## config.mk

```make
export PLATFORM = sky130hd
export DESIGN_NAME = tracker_tempo_translator
export DESIGN_NICKNAME = d
export VERILOG_FILES = /design/src/rtl/core/ttt_pkg.sv /design/src/rtl/core/tracker_tempo_translator.sv
export SDC_FILE = /design/constraint.sdc
export NUM_CORES = 1
export LEC_CHECK = 0
export CAP_MARGIN = 20
export CORE_MARGIN = 3
export CORE_UTILIZATION = 30
export DETAILED_ROUTE_END_ITERATION = 10
export DONT_BUFFER_PORTS = 1
export PLACE_DENSITY = 0.53
export SLEW_MARGIN = 20
export SYNTH_ARGS = -nofsm -noshare
export SYNTH_HDL_FRONTEND = slang
export SYNTH_SLANG_ARGS = --single-unit
```

## constraint.sdc

```tcl
create_clock -name i_clk -period 6.65 [get_ports i_clk]
set_input_delay 0.665 -clock i_clk [delete_from_list [all_inputs] [get_ports i_clk]]
set_output_delay 0.665 -clock i_clk [all_outputs]
set_load 0.1 [all_outputs]
```

## src/rtl/core/ttt_pkg.sv

```systemverilog
// tracker tempo translator shared definitions: tempo base table, divide
// constants, slide and speed constants, tempo mode codes, opcodes and register map. no dependencies.
`default_nettype none

package ttt_pkg;

    // numerator of the tempo divide and its width
    localparam int unsigned DIV_BITS = 21;
    localparam int unsigned CNT_W    = $clog2(DIV_BITS);
    localparam logic [DIV_BITS-1:0] DIVIDEND = 21'd1197255;

    // quotient ceiling for the normalize loop
    localparam logic [31:0] Q_LIMIT = 32'h0000_ffff;

    // slide clamp ceiling, fixed speed, floor reset value
    localparam logic [9:0] FINE_CAP    = 10'd100;
    localparam logic [4:0] FIXED_SPEED = 5'd16;
    localparam logic [7:0] MIN_BPM_RST = 8'd20;

    // tempo mode codes
    localparam logic [3:0] MODE_FIXED  = 4'd0;
    localparam logic [3:0] MODE_SCALED = 4'd1;

    // opcodes
    localparam logic OP_COARSE = 1'b0;
    localparam logic OP_FINE   = 1'b1;

    // register map: byte address width and register index bit
    localparam int unsigned ADDR_W = 3;
    localparam logic REG_MIN_BPM = 1'b0;

    // base tempo for each coarse tempo code
    function automatic logic [8:0] tempo_base(input logic [3:0] code);
        logic [8:0] v;
        case (code)
            4'd0:    v = 9'd256;
            4'd1:    v = 9'd128;
            4'd2:    v = 9'd64;
            4'd3:    v = 9'd42;
            4'd4:    v = 9'd32;
            4'd5:    v = 9'd25;
            4'd6:    v = 9'd21;
            4'd7:    v = 9'd18;
            4'd8:    v = 9'd16;
            4'd9:    v = 9'd14;
            4'd10:   v = 9'd12;
            4'd11:   v = 9'd11;
            4'd12:   v = 9'd10;
            4'd13:   v = 9'd9;
            4'd14:   v = 9'd9;
            default: v = 9'd8;
        endcase
        return v;
    endfunction

endpackage

`default_nettype wire

```

## src/rtl/core/tracker_tempo_translator.sv

```systemverilog
// tracker tempo translator top level: command decode, serial divider,
// normalize loop and output register. depends on ttt_pkg.
`default_nettype none

// Takes one tempo command per transfer and returns one result per command.
// A command is taken only while the sequencer is idle; a finished result sits
// in the output register, so the next command can be taken while it waits.
// A command passes through the update and evaluate states; the fixed mode
// then goes straight to the finish state, while the scaled mode runs the
// restoring divider, one quotient bit a cycle over the 21-bit numerator
// through one shared subtract and compare unit, followed by one shift a
// cycle in the normalize loop, which ends with a normalize count n of 0 to 5
// for a positive tempo and 16 for a negative one. A command with an invalid
// mode or, in the scaled mode, a zero tempo returns the held speed and bpm
// with applied low. min_bpm is written over the APB port at byte address 0.
module tracker_tempo_translator (
    input  wire logic                      i_clk,
    input  wire logic                      i_rst_n,
    // configuration port
    input  wire logic                      psel,
    input  wire logic                      penable,
    input  wire logic                      pwrite,
    input  wire logic [ttt_pkg::ADDR_W-1:0] paddr,
    input  wire logic [31:0]               pwdata,
    output logic      [31:0]               prdata,
    output logic                           pready,
    // command channel
    input  wire logic                      i_in_valid,
    output logic                           o_in_stall,
    input  wire logic                      i_opcode,
    input  wire logic [7:0]                i_param,
    // result channel
    output logic                           o_out_valid,
    input  wire logic                      i_out_stall,
    output logic      [4:0]                o_speed,
    output logic      [12:0]               o_bpm,
    output logic                           o_applied
);

    typedef enum logic [2:0] {
        S_IDLE,
        S_UPD,
        S_EVAL,
        S_DIV,
        S_NORM,
        S_FIN
    } t_state;

    t_state r_state;

    // state and configuration
    logic [7:0]  r_min_bpm;
    logic [3:0]  r_coarse;
    logic [9:0]  r_fine;
    logic [3:0]  r_mode;
    logic [4:0]  r_last_speed;
    logic [12:0] r_last_bpm;

    // captured command and work registers
    logic        r_op;
    logic [7:0]  r_param;
    logic        r_dir_up;
    logic        r_dir_dn;
    logic [9:0]  r_div;
    logic [9:0]  r_rem;
    logic        r_neg;
    logic [31:0] r_q;
    logic [31:0] r_t;
    logic [4:0]  r_n;
    logic [ttt_pkg::CNT_W-1:0] r_cnt;
    logic [4:0]  r_speed_c;
    logic        r_ok;

    // output register
    logic        r_out_valid;
    logic [4:0]  r_out_speed;
    logic [12:0] r_out_bpm;
    logic        r_out_applied;

    // apb write strobe
    logic w_cfg_wr;
    assign w_cfg_wr = psel && penable && pwrite && pready;
    assign pready   = 1'b1;

    // apb read data
    always_comb begin
        if (paddr[2] == ttt_pkg::REG_MIN_BPM) begin
            prdata = {24'd0, r_min_bpm};
        end else begin
            prdata = 32'd0;
        end
    end

    // command nibbles
    logic [3:0] w_hi;
    logic [3:0] w_lo;
    assign w_hi = r_param[7:4];
    assign w_lo = r_param[3:0];

    // saturating fine tempo slide
    logic signed [10:0] w_fine_ext;
    logic signed [10:0] w_slide;
    logic        [9:0]  w_fine_sat;
    always_comb begin
        w_fine_ext = $signed({r_fine[9], r_fine});
        if (w_hi != 4'd0) begin
            w_slide = w_fine_ext + $signed({7'd0, w_hi});
        end else begin
            w_slide = w_fine_ext - $signed({7'd0, w_lo});
        end
        if (w_slide > 11'sd511) begin
            w_fine_sat = 10'h1ff;
        end else if (w_slide < -11'sd512) begin
            w_fine_sat = 10'h200;
        end else begin
            w_fine_sat = w_slide[9:0];
        end
    end

    // base tempo, slide clamp and translated tempo
    logic        [8:0]  w_base;
    logic signed [10:0] w_sum;
    logic        [9:0]  w_fine_c;
    logic signed [10:0] w_tmp;
    logic        [10:0] w_tneg;
    logic signed [11:0] w_fixed;
    always_comb begin
        w_base = ttt_pkg::tempo_base(r_coarse);
        w_sum  = $signed({2'd0, w_base}) + $signed({r_fine[9], r_fine});
        if (r_dir_dn && (w_sum <= 11'sd0)) begin
            w_fine_c = 10'd0;
        end else if (r_dir_up && (w_sum >= 11'sd100)) begin
            w_fine_c = ttt_pkg::FINE_CAP;
        end else begin
            w_fine_c = r_fine;
        end
        w_tmp   = $signed({2'd0, w_base}) + $signed({w_fine_c[9], w_fine_c});
        w_tneg  = 11'd0 - w_tmp;
        w_fixed = $signed({3'd0, w_base}) + $signed({w_fine_c[9], w_fine_c, 1'b0});
    end

    // shared subtract and compare unit of the divider
    logic [10:0] w_try;
    logic [10:0] w_diff;
    logic        w_qbit;
    logic [31:0] w_q_next;
    always_comb begin
        w_try    = {r_rem, ttt_pkg::DIVIDEND[r_cnt]};
        w_diff   = w_try - {1'b0, r_div};
        w_qbit   = (w_try >= {1'b0, r_div});
        w_q_next = {r_q[30:0], w_qbit};
    end

    // speed from the normalize count, bpm floor
    logic [4:0]  w_speed_n;
    logic [31:0] w_bpm_f;
    always_comb begin
        w_speed_n = r_n + 5'd3 + ((r_n >= 5'd2) ? 5'd1 : 5'd0);
        if ($signed(r_t) < $signed({24'd0, r_min_bpm})) begin
            w_bpm_f = {24'd0, r_min_bpm};
        end else begin
            w_bpm_f = r_t;
        end
    end

    // output register load at the end of a command
    logic w_out_load;
    assign w_out_load = (r_state == S_FIN) && (!r_out_valid || !i_out_stall);

    assign o_in_stall  = (r_state != S_IDLE);
    assign o_out_valid = r_out_valid;
    assign o_speed     = r_out_speed;
    assign o_bpm       = r_out_bpm;
    assign o_applied   = r_out_applied;

    // sequencer, state and output register
    always_ff @(posedge i_clk) begin
        if (!i_rst_n) begin
            r_state      <= S_IDLE;
            r_min_bpm    <= ttt_pkg::MIN_BPM_RST;
            r_coarse     <= 4'd0;
            r_fine       <= 10'd0;
            r_mode       <= ttt_pkg::MODE_FIXED;
            r_last_speed <= 5'd0;
            r_last_bpm   <= 13'd0;
            r_out_valid  <= 1'b0;
            r_dir_up     <= 1'b0;
            r_dir_dn     <= 1'b0;
            r_ok         <= 1'b0;
        end else begin
            if (w_cfg_wr && (paddr[2] == ttt_pkg::REG_MIN_BPM)) begin
                r_min_bpm <= pwdata[7:0];
            end

            // a finished command fills the output register, a result transfer frees it
            if (w_out_load) begin
                r_out_valid <= 1'b1;
            end else if (r_out_valid && !i_out_stall) begin
                r_out_valid <= 1'b0;
            end

            case (r_state)
                S_IDLE: begin
                    if (i_in_valid) begin
                        r_op    <= i_opcode;
                        r_param <= i_param;
                        r_state <= S_UPD;
                    end
                end

                // apply the command to the tempo state
                S_UPD: begin
                    r_dir_up <= (r_op == ttt_pkg::OP_FINE) && (w_hi != 4'd0);
                    r_dir_dn <= (r_op == ttt_pkg::OP_FINE) && (w_hi == 4'd0)
                                && (w_lo != 4'd0);
                    if (r_op == ttt_pkg::OP_COARSE) begin
                        if (w_hi != 4'd0) begin
                            r_mode <= w_hi - 4'd1;
                        end else begin
                            r_coarse <= w_lo;
                        end
                    end else begin
                        if ((w_hi != 4'd0) || (w_lo != 4'd0)) begin
                            r_fine <= w_fine_sat;
                        end else begin
                            r_fine <= 10'd0;
                        end
                    end
                    r_state <= S_EVAL;
                end

                // clamp, pick the mode, then finish or start the divide
                S_EVAL: begin
                    if (r_mode > ttt_pkg::MODE_SCALED) begin
                        r_ok    <= 1'b0;
                        r_state <= S_FIN;
                    end else begin
                        r_fine <= w_fine_c;
                        if (r_mode == ttt_pkg::MODE_FIXED) begin
                            r_t       <= {{18{w_fixed[11]}}, w_fixed, 2'b00};
                            r_speed_c <= ttt_pkg::FIXED_SPEED;
                            r_ok      <= 1'b1;
                            r_state   <= S_FIN;
                        end else if (w_tmp == 11'sd0) begin
                            r_ok    <= 1'b0;
                            r_state <= S_FIN;
                        end else begin
                            r_neg   <= w_tmp[10];
                            r_div   <= w_tmp[10] ? w_tneg[9:0] : w_tmp[9:0];
                            r_t     <= {{21{w_tmp[10]}}, w_tmp};
                            r_rem   <= 10'd0;
                            r_q     <= 32'd0;
                            r_n     <= 5'd0;
                            r_cnt   <= ttt_pkg::CNT_W'(ttt_pkg::DIV_BITS - 1);
                            r_state <= S_DIV;
                        end
                    end
                end

                // one quotient bit per cycle
                S_DIV: begin
                    if (w_qbit) begin
                        r_rem <= w_diff[9:0];
                    end else begin
                        r_rem <= w_try[9:0];
                    end
                    if (r_cnt == '0) begin
                        r_q     <= r_neg ? (32'd0 - w_q_next) : w_q_next;
                        r_state <= S_NORM;
                    end else begin
                        r_q   <= w_q_next;
                        r_cnt <= r_cnt - 1'b1;
                    end
                end

                // halve the quotient and double the tempo until it fits
                S_NORM: begin
                    if (r_q > ttt_pkg::Q_LIMIT) begin
                        r_q <= {1'b0, r_q[31:1]};
                        r_t <= {r_t[30:0], 1'b0};
                        r_n <= r_n + 5'd1;
                    end else begin
                        r_speed_c <= w_speed_n;
                        r_ok      <= 1'b1;
                        r_state   <= S_FIN;
                    end
                end

                // load the output register once it is free
                S_FIN: begin
                    if (w_out_load) begin
                        r_out_applied <= r_ok;
                        if (r_ok) begin
                            r_last_speed <= r_speed_c;
                            r_last_bpm   <= w_bpm_f[12:0];
                            r_out_speed  <= r_speed_c;
                            r_out_bpm    <= w_bpm_f[12:0];
                        end else begin
                            r_out_speed <= r_last_speed;
                            r_out_bpm   <= r_last_bpm;
                        end
                        r_state <= S_IDLE;
                    end
                end

                default: begin
                    r_state <= S_IDLE;
                end
            endcase
        end
    end

endmodule

`default_nettype wire
```

==> metrics.txt <==
# TYPE chip_impl_metric gauge
chip_impl_metric{name="cells_on_worst_hold_path",unit=""} 0
chip_impl_metric{name="ir_drop",unit="V"} 0.000171
chip_impl_metric{name="htree_levels",unit=""} 4
chip_impl_metric{name="finalClockSkew",unit="ps"} 20.5
chip_impl_metric{name="setup_viol",unit=""} 0
chip_impl_metric{name="cp_data_required_time",unit="ps"} 7030
chip_impl_metric{name="insertion_delay",unit="ps"} 460
chip_impl_metric{name="finalWeightedCongestion",unit=""} 0.857
chip_impl_metric{name="drive_gt1_share",unit="%"} 6.86
chip_impl_metric{name="number_of_different_library_cells_in_the_post_synthesis_netlist",unit=""} 82
chip_impl_info{name="layout.cells.most_common",value="nand2_1"} 1
chip_impl_metric{name="synthesis.yosys.warnings",unit=""} 0
chip_impl_metric{name="max_clock_freq",unit="MHz"} 165
chip_impl_metric{name="fillCellCount",unit=""} 3914
chip_impl_metric{name="setup_total_negative_slack",unit="ps"} 0
chip_impl_info{name="run_status",value="finished clean"} 1
chip_impl_metric{name="asyncSetResetFlopFracSynth",unit="%"} 0
chip_impl_metric{name="die_height",unit="um"} 204
chip_impl_metric{name="post_synth_inst_count",unit=""} 1267
chip_impl_metric{name="drt_drc_violations_left",unit=""} 0
chip_impl_metric{name="post_route_m1_wl",unit="mm"} 13.7
chip_impl_metric{name="grt_pass1_wl",unit="mm"} 44.1
chip_impl_metric{name="die-width",unit="um"} 204
chip_impl_metric{name="syn_area",unit="mm^2"} 0.0118
chip_impl_metric{name="pwr-share-clk",unit="%"} 28.4
chip_impl_info{name="clock_tree_from_tritoncts",value="built"} 1
chip_impl_metric{name="seq_power_share",unit="%"} 41.7
chip_impl_metric{name="relSlewSlack",unit="%"} 28.4
chip_impl_metric{name="fin_ws",unit="ps"} 572
chip_impl_metric{name="syn-mean-instance-area",unit="um^2"} 9.30
chip_impl_metric{name="clkSlewWorstSetupHoldPaths",unit="ps"} 80
chip_impl_info{name="setup.worst_path.class",value="reg2reg"} 1
chip_impl_metric{name="initial_utilization",unit="%"} 30.9
chip_impl_info{name="hp-class",value="in2reg"} 1
chip_impl_metric{name="floorplan.die_area",unit="mm^2"} 0.0417
chip_impl_metric{name="worst-endpoint-arrival",unit="ps"} 6460
chip_impl_info{name="sort_of_element_at_the_start_of_the_critical_path",value="flop"} 1
chip_impl_metric{name="first_pass_detailed_route_iteration_total",unit=""} 5
chip_impl_metric{name="met2WireLength",unit="mm"} 12.4
chip_impl_metric{name="worst_r2r_path_depth",unit=""} 24
chip_impl_metric{name="ios",unit=""} 105
chip_impl_metric{name="drv_slew",unit=""} 0
chip_impl_metric{name="net-switching-power",unit="mW"} 1.48
chip_impl_metric{name="final-hold-violation-count",unit=""} 0
chip_impl_metric{name="finalCoreUtilization",unit="%"} 33.7
chip_impl_metric{name="transition_time_at_the_pin_with_the_least_slew_margin",unit="ps"} 1070
chip_impl_metric{name="drt_iter0_drc",unit=""} 591
chip_impl_metric{name="max_cap_violations",unit=""} 0
chip_impl_metric{name="routed-wl-met3",unit="um"} 795
chip_impl_metric{name="leakage",unit="nW"} 4.98
chip_impl_metric{name="placed_instance_area",unit="mm^2"} 0.0122
chip_impl_metric{name="cts_made_buffers",unit=""} 17
chip_impl_metric{name="stdcell_area",unit="mm^2"} 0.0129
chip_impl_metric{name="power.share.switching",unit="%"} 38.6
chip_impl_metric{name="number_of_global_route_vias_before_repair",unit=""} 8418
chip_impl_metric{name="area_growth",unit="%"} 9.35
chip_impl_info{name="clk_root_buffer_cell",value="clkbuf_16"} 1
chip_impl_metric{name="cts_hold_buf",unit=""} 0
chip_impl_metric{name="post_synth_edffs",unit=""} 128
chip_impl_metric{name="remaining_global_route_overflow",unit=""} 0
chip_impl_metric{name="antenna_violating_nets_post_route",unit=""} 0
chip_impl_metric{name="drt-total-wl",unit="mm"} 27.3
chip_impl_metric{name="post-cts-setup-buffers",unit=""} 0
chip_impl_info{name="library_cell_with_the_largest_summed_area_after_synthesis",value="edfxtp_1"} 1
chip_impl_metric{name="grt_usage",unit="%"} 13.1
chip_impl_metric{name="antenna_found_initial",unit=""} 0
chip_impl_metric{name="cts_resized",unit=""} 0
chip_impl_info{name="synth-main-ff-cell",value="edfxtp_1"} 1
chip_impl_metric{name="vias",unit=""} 8869
chip_impl_info{name="capturing_element_type_of_the_critical_path",value="flop"} 1
chip_impl_metric{name="detailedPlace.worstSlack",unit="ps"} 626
chip_impl_metric{name="place.port_buffers",unit=""} 0
chip_impl_info{name="top_signal_layer_used",value="met4"} 1
chip_impl_metric{name="num-nets-final",unit=""} 1364
chip_impl_info{name="ys_top_cells_by_area",value="edfxtp_1 33%, dfxtp_1 10%, ha_1 7.2%"} 1
chip_impl_metric{name="synth_top_area_share",unit="%"} 32.6
chip_impl_metric{name="post_synthesis_sequential_area_ratio",unit="%"} 43.0
chip_impl_info{name="rsz0062_at_grt",value="no"} 1
chip_impl_metric{name="clock_tree.buffer_depth",unit=""} 2
chip_impl_metric{name="final_min_period_over_clock_period",unit="%"} 91.4
chip_impl_metric{name="via_per_inst",unit=""} 5.03
chip_impl_metric{name="post-dp-hpwl",unit="mm"} 19.8
chip_impl_metric{name="rows",unit=""} 71
chip_impl_metric{name="cts_num_sinks",unit=""} 189
chip_impl_metric{name="fin_crit",unit="ps"} 6080
chip_impl_metric{name="core_area",unit="mm^2"} 0.0382
chip_impl_metric{name="antenna-diode-count",unit=""} 0
chip_impl_metric{name="wire_per_inst",unit="um"} 15.5
chip_impl_info{name="layout.cells.most_common_list",value="135 x nand2_1, 128 x edfxtp_1, 117 x nor2_1"} 1
chip_impl_metric{name="grt_max_degree",unit=""} 68
chip_impl_metric{name="synth.ff_latch_count",unit=""} 189
chip_impl_metric{name="p_int",unit="mW"} 2.36
chip_impl_metric{name="pwr-share-comb",unit="%"} 29.9
chip_impl_metric{name="p_per_area",unit="mW/mm^2"} 297
chip_impl_metric{name="cp_max_fo",unit=""} 14
-- per-layer routing --
| metal | up-vias | global-route usage [%] |
|---|---|---|
| met5 | - | 0 |
| met4 | 0 | 3.66 |
| met3 | 24 | 2.05 |
| met2 | 135 | 20.7 |
| met1 | 4252 | 18.5 |
| li1 | 4458 | - |
-- cells in the mapped netlist, drive strengths merged, types with 8 or more instances --
library cell	count
and2	15
and3	9
nand2	135
nand4	11
buf	30
a21boi	28
o211a	9
nor3	31
xor2	21
mux2	8
o21a	8
a31oi	14
nor2b	17
dfxtp	61
nor4	18
o21ai	72
ha	68
mux2i	14
nor2	124
clkbuf	48
o211ai	9
a21o	30
a21oi	87
or3	12
edfxtp	128
nand2b	12
o22ai	10
inv	75
nand3	17
nor3b	11
xnor2	52
-- through the flow --
stage | hold slack [ps] | instances | total power, mW
after floorplan | 406 | 1290 | 2.50
after global placement | 448 | 1732 | 2.75
after detailed placement | 455 | 1732 | 2.77
after CTS | 288 | 1764 | 3.87
after global routing | 282 | 1764 | 4.06
final | 309 | 1764 | 3.83
-- state kept, by name (all words and copies together), names as in the netlist, 3 cells and up --
signal and flops:
o_bpm 13, o_speed 5, r_cnt 5, r_coarse 4, r_div 10, r_fine 10, r_last_bpm 13, r_last_speed 5
r_min_bpm 8, r_mode 4, r_n 5, r_param 8, r_q 32, r_rem 10, r_speed_c 5, r_state 3
r_t 32, w_base 9
-- logic make-up (layout without fill, tap and decap cells) --
logic type,Yosys count,count (layout),synth area share [%]
compound gates,318,318,17.7
buf+inv,153,116,5.74
fa+ha+maj,73,73,8.07
other cells,2,25,0.0637
simple gates,437,437,18.0
xor+xnor,73,73,5.43
flops,189,189,43.0
mux,22,22,1.99
-- power groups by stage --
| stage | clock, mW | sequential (mW) | combinational (mW) |
|---|---|---|---|
| floorplan | 0 | 1.55 | 0.949 |
| global placement | 0 | 1.62 | 1.13 |
| detailed placement | 0 | 1.62 | 1.14 |
| CTS | 1.12 | 1.60 | 1.15 |
| global route | 1.17 | 1.62 | 1.28 |
| finish | 1.09 | 1.60 | 1.15 |
-- path summary, 6_finish.rpt --
kind / from / to / slack [ps]
max: r_fine[0] / w_try[0] / 570
min: i_opcode / r_op / 310
max reg2reg: r_fine[0] / w_try[0] / 570
min reg2reg: r_last_speed[3] / r_last_speed[3] / 460
-- layout make-up --
type	count	area [um^2]	share of cell area (%)
Sequential cell	189	5070	39.3
Tap cell	511	639	4.96
Timing Repair Buffer	9	67.6	0.524
Inverter	75	282	2.18
Clock inverter	15	220	1.71
Clock buffer	17	425	3.30
Multi-Input combinational cell	948	6190	48.0
-- worst max-delay path, stage by stage, from the launching register on --
cell and delay (ps):
dfxtp_1 370, ha_1 270, fa_1 410, a211oi_1 380, o21ai_0 160, xnor2_1 250, nand4_1 190, nor3_1 160
o21ai_0 110, nor3b_2 170, buf_4 170, and2_1 180, ha_1 220, fa_1 410, nand3_1 120, a21boi_0 110
o31a_1 290, o21a_1 180, nor2_1 140, xor2_1 410, o2111ai_4 230, and4_4 320, or2_4 310, mux2_4 310
a21oi_2 120
Power figures use the tool's default switching activity.
